File: config.mk
export PLATFORM = sky130hd
export DESIGN_NAME = isl_cell
export DESIGN_NICKNAME = d
export VERILOG_FILES = /design/src/rtl/isl_pkg.sv /design/src/rtl/isl_cell.sv
export SDC_FILE = /design/constraint.sdc
export NUM_CORES = 1
export LEC_CHECK = 0
export BUFFER_PORTS_ARGS = -buffer_cell sky130_fd_sc_hd__buf_2
export CELL_PAD_IN_SITES_DETAIL_PLACEMENT = 0
export CELL_PAD_IN_SITES_GLOBAL_PLACEMENT = 1
export CORE_MARGIN = 5
export CORE_UTILIZATION = 25
export DETAILED_ROUTE_END_ITERATION = 8
export PLACE_DENSITY = 0.86
export SLEW_MARGIN = 0
export SYNTH_ARGS = -nofsm -noshare
export SYNTH_HDL_FRONTEND = slang
export SYNTH_SLANG_ARGS = --single-unit
File: constraint.sdc
create_clock -name i_clk -period 3.5 [get_ports i_clk]
set_input_delay 0.525 -clock i_clk [delete_from_list [all_inputs] [get_ports i_clk]]
set_output_delay 0.525 -clock i_clk [all_outputs]
set_load 0.1 [all_outputs]
File: src/rtl/isl_pkg.sv
// Package for the indexed sequence list: request and status codes,
// chain shift operations, sequencer states and the payload structs.
// No dependencies.
package isl_pkg;

    // Default sizing
    localparam int ISL_CAPACITY   = 64;
    localparam int ISL_ITEM_WIDTH = 32;
    // Taps per first-level group of the read-out OR tree
    localparam int ISL_GROUP      = 32;

    // Request codes
    typedef enum logic [3:0] {
        REQ_READ       = 4'd0,
        REQ_WRITE      = 4'd1,
        REQ_INSERT     = 4'd2,
        REQ_REMOVE     = 4'd3,
        REQ_PUSH_FRONT = 4'd4,
        REQ_POP_FRONT  = 4'd5,
        REQ_PUSH_BACK  = 4'd6,
        REQ_POP_BACK   = 4'd7,
        REQ_READ_BACK  = 4'd8,
        REQ_CLEAR      = 4'd9
    } t_req;

    // Result status codes
    typedef enum logic [1:0] {
        ST_OK    = 2'd0,
        ST_RANGE = 2'd1,
        ST_FULL  = 2'd2,
        ST_EMPTY = 2'd3
    } t_status;

    // Operation broadcast to every cell of the chain
    typedef enum logic [1:0] {
        CH_HOLD   = 2'd0,
        CH_WRITE  = 2'd1,
        CH_INSERT = 2'd2,
        CH_REMOVE = 2'd3
    } t_chain_op;

    // Sequencer states
    typedef enum logic [1:0] {
        S_IDLE   = 2'd0,
        S_EXEC   = 2'd1,
        S_REDUCE = 2'd2,
        S_OUT    = 2'd3
    } t_state;

    // Input item
    typedef struct packed {
        logic [3:0]         req_type;
        logic [6:0]         position;
        logic signed [31:0] data_in;
    } t_in;

    // Result item
    typedef struct packed {
        logic signed [31:0] read_data;
        logic [6:0]         item_count;
        logic               is_empty;
        logic [1:0]         status;
    } t_out;

endpackage

File: src/rtl/isl_cell.sv
// One cell of the list chain: holds one entry, loads it from the request,
// from its left or right neighbor, and drives a masked read tap.
// Depends on isl_pkg.
module isl_cell
    import isl_pkg::*;
#(
    parameter int W     = ISL_ITEM_WIDTH,
    parameter int IDX_W = 6,
    parameter int INDEX = 0
) (
    input  logic             i_clk,
    input  t_chain_op        i_op,
    input  logic [IDX_W-1:0] i_pos,
    input  logic [W-1:0]     i_data,
    input  logic [W-1:0]     i_left,
    input  logic [W-1:0]     i_right,
    input  logic             i_rd_en,
    input  logic [IDX_W-1:0] i_rd_idx,
    output logic [W-1:0]     o_data,
    output logic [W-1:0]     o_tap
);

    localparam logic [IDX_W-1:0] MY_IDX = IDX_W'(INDEX);

    logic [W-1:0] r_entry;
    logic [W-1:0] n_entry;
    logic         w_at;
    logic         w_above;

    assign w_at    = (i_pos == MY_IDX);
    assign w_above = (MY_IDX > i_pos);

    // Select the next entry value
    always_comb begin
        n_entry = r_entry;
        case (i_op)
            CH_WRITE: begin
                if (w_at) n_entry = i_data;
            end
            CH_INSERT: begin
                if (w_at) n_entry = i_data;
                else if (w_above) n_entry = i_left;
            end
            CH_REMOVE: begin
                if (w_at || w_above) n_entry = i_right;
            end
            default: n_entry = r_entry;
        endcase
    end

    always_ff @(posedge i_clk) begin
        r_entry <= n_entry;
    end

    assign o_data = r_entry;
    assign o_tap  = (i_rd_en && (i_rd_idx == MY_IDX)) ? r_entry : '0;

endmodule
==> results.txt <==
status: finished, final reports clean
final layout net count: 510
antenna violations before repair: 1
kind of end point of the critical path: primary output
fraction of final layout cells sized beyond drive strength 1: 57.1%
Final HPWL DP: 6180 um
Root Buffer: sky130_fd_sc_hd__clkbuf_8
ratio of final minimum period to clock period: 73.3%
post-detailed-route DRC marker count: 0
area of the core: 8810 um2
part of the total power dissipated in sequential elements: 34.2%
area share of xor/xnor cells in the synthesized design: 0%
logic gate share of total power: 42.3%
Post-Synth Simple-Gate Area: 22.7%
setup violation total in the final timing report: 0
achievable clock frequency: 0.390 GHz
count of instances resized after the clock tree is built: 0
total negative slack: 0 ns
number of synthesized register bits: 32
TritonCTS clock tree: built
unrepaired setup endpoints after global routing: no
sum of internal, switching and leakage power: 0.00149 W
worst-margin pin slew: 0.621 ns
I/O Pins: 176
arrival time of data at the critical path endpoint: 2.04 ns
vias per cell: 4.54
starting density of the core: 25.9%
crit-path cells: buf_2, or4b_4, nor4_4, buf_4, and2_1, buf_12
Layout area overhead: 67.9%
Antenna Violating Nets Remaining: 0
Largest stage delay, worst path: 0.54 ns
Layout Cells excl Fill: 504
H-tree level count: 2
Avg Cell Area, Syn: 10.2 um2
number of sinks driven by the clock tree: 32
worst min-delay path class: input port to flip-flop
Worst Setup Start Kind: input port
maximum buffer depth of the clock tree: 2
hold_sp: i_right[19]
Die Outline Area: 11,100 um2
Slew headroom: 58.5%
placed cell areas: 3720 um2
reported max-cap violation count: 0
switching power share of the total: 43.8%
startpoint-to-endpoint class of the critical path: input port to primary output
Leakage Power: 1.71 nW
total net switching power: 0.000652 W
routability-driven placement congestion ratio: 0.707
Post-CTS Setup Bufs: 0
area of all placed cells without fillers: 3830 um2
hold bufs inserted after CTS: 0
y dimension of the die: 105 um
GR Util All Layers: 13.3%
CP Data Required Time: 2.97 ns
wire length of the first global-routing pass: 12,000 um
Min Clock Period, post-route: 2.57 ns
worst hold margin: 0.524 ns
CP Max Fanout: 32
total CTS buffers: 5
synthesized-area fraction occupied by adder cells: 1.65%
cell count after placement: 496
part of the total power dissipated in the clock network: 23.5%
peak ir drop on the vdd network: 0.000194 V
overall routed net length: 7720 um
Final Max Slew Viols: 0
cell area after synthesis: 2280 um2
routed length per instance: 15.3 um
DR vias: 2,289
number of nets produced by synthesis: 338
library cells used by synthesis: 18
number of design-rule violations left by the first detailed-router iteration: 53
P_int: 0.000837 W
Largest register FFs: 32
number of synthesis warnings: 0
sequential element share of the synthesized area: 42.2%
instance count of the mapped netlist: 223
PwrDens: 389 nW/um2
final hold violations: 0
slowest cell on the critical path: sky130_fd_sc_hd__or4b_4
Diodes inserted: 0
critical path launch point: i_rd_idx[2]
port bufs: 175
share of the synthesized area in compound gates (AO/OA/AOI/OAI): 22.0%
vias in the first global route: 2,465
number of search-and-repair iterations in the first detailed-routing pass: 4
dominant combinational cell family by area after synthesis: simple AND/OR/NAND/NOR gates
standard-cell rows: 34
maximum number of pins on one net before global-route repair: 33
Clk pin slew, worst setup/hold paths: 0.07 ns
overflow left after global routing: 0
Horiz. Die Dim: 105 um
share of cell area taken by muxes after synthesis: 0%
==> critical path: cells and delay by family <==
| family | cells | cell delay [ns] |
|---|---|---|
| buf+inv | 3 | 0.60 |
| simple gates | 3 | 0.91 |
==> synthesized netlist by cell type, drive strengths merged <==
master,instances,area share [%]
a2bb2oi,1,0.38
and2,32,8.8
buf,10,4.7
clkbuf,7,1.2
edfxtp,32,42
ha,3,1.6
inv,35,5.8
nand2,64,11
nor3,2,0.93
nor4,1,0.93
o221ai,32,21
o22a,1,0.77
or3b,1,0.38
or4,1,0.49
or4b,1,0.60
==> cell usage in the layout, fill, tap and decap left out, types with 3 or more instances in the layout <==
master                     instances
sky130_fd_sc_hd__buf_4             6
sky130_fd_sc_hd__buf_12           33
sky130_fd_sc_hd__nand2_1          64
sky130_fd_sc_hd__o221ai_2         31
sky130_fd_sc_hd__inv_1            35
sky130_fd_sc_hd__and2_1           32
sky130_fd_sc_hd__buf_2           143
sky130_fd_sc_hd__edfxtp_1         32
sky130_fd_sc_hd__ha_1              3
sky130_fd_sc_hd__clkbuf_8          5
==> cell type report <==
cell class	count	area, um2
fillers	860	4980
clock inverters	2	35.0
multi-input cells	139	1070
clock buffers	6	72.6
inverters	35	131
flip-flops and latches	32	961
well taps	108	135
repair buffers	182	1420
==> cells by family (layout without fill, tap and decap cells) <==
group,after synthesis,in the layout
DFF,32,32
buffers and inverters,52,225
AOI/OAI and AO/OA,34,34
adders and majority gates,3,3
and+or+nand+nor,102,102
==> path summary, 6_finish.rpt <==
| path | endpoint | slack (ns) | cells past startpoint |
|---|---|---|---|
| hold / removal | o_data[19] | 0.52 | 3 |
| setup / recovery | o_tap[17] | 0.93 | 6 |
==> power by group through the flow <==
stage | sequential, W | clock [W] | combinational (W)
floorplan | 0.000875 | 0 | 0.000127
global placement | 0.000516 | 0 | 0.000630
detailed placement | 0.000518 | 0 | 0.000634
CTS | 0.000511 | 0.000363 | 0.000634
global route | 0.000516 | 0.000376 | 0.000655
finish | 0.000510 | 0.000350 | 0.000630
==> layer usage <==
layer | routed length [um] | global-route usage, %
met1 | 3120 | 15.7
met2 | 3930 | 24.1
met3 | 565 | 3.30
met4 | 91 | 3.79
met5 | 13 | 0
==> metrics by stage <==
stage                     worst slack (ns)  utilization [%]
final                                0.934             43.5
after global routing                 0.842             43.5
after CTS                            0.900             43.5
after detailed placement             0.905             42.3
after global placement               0.932             42.3
after floorplan                      0.740                -
Note: power is estimated with default switching activity, not from simulation.
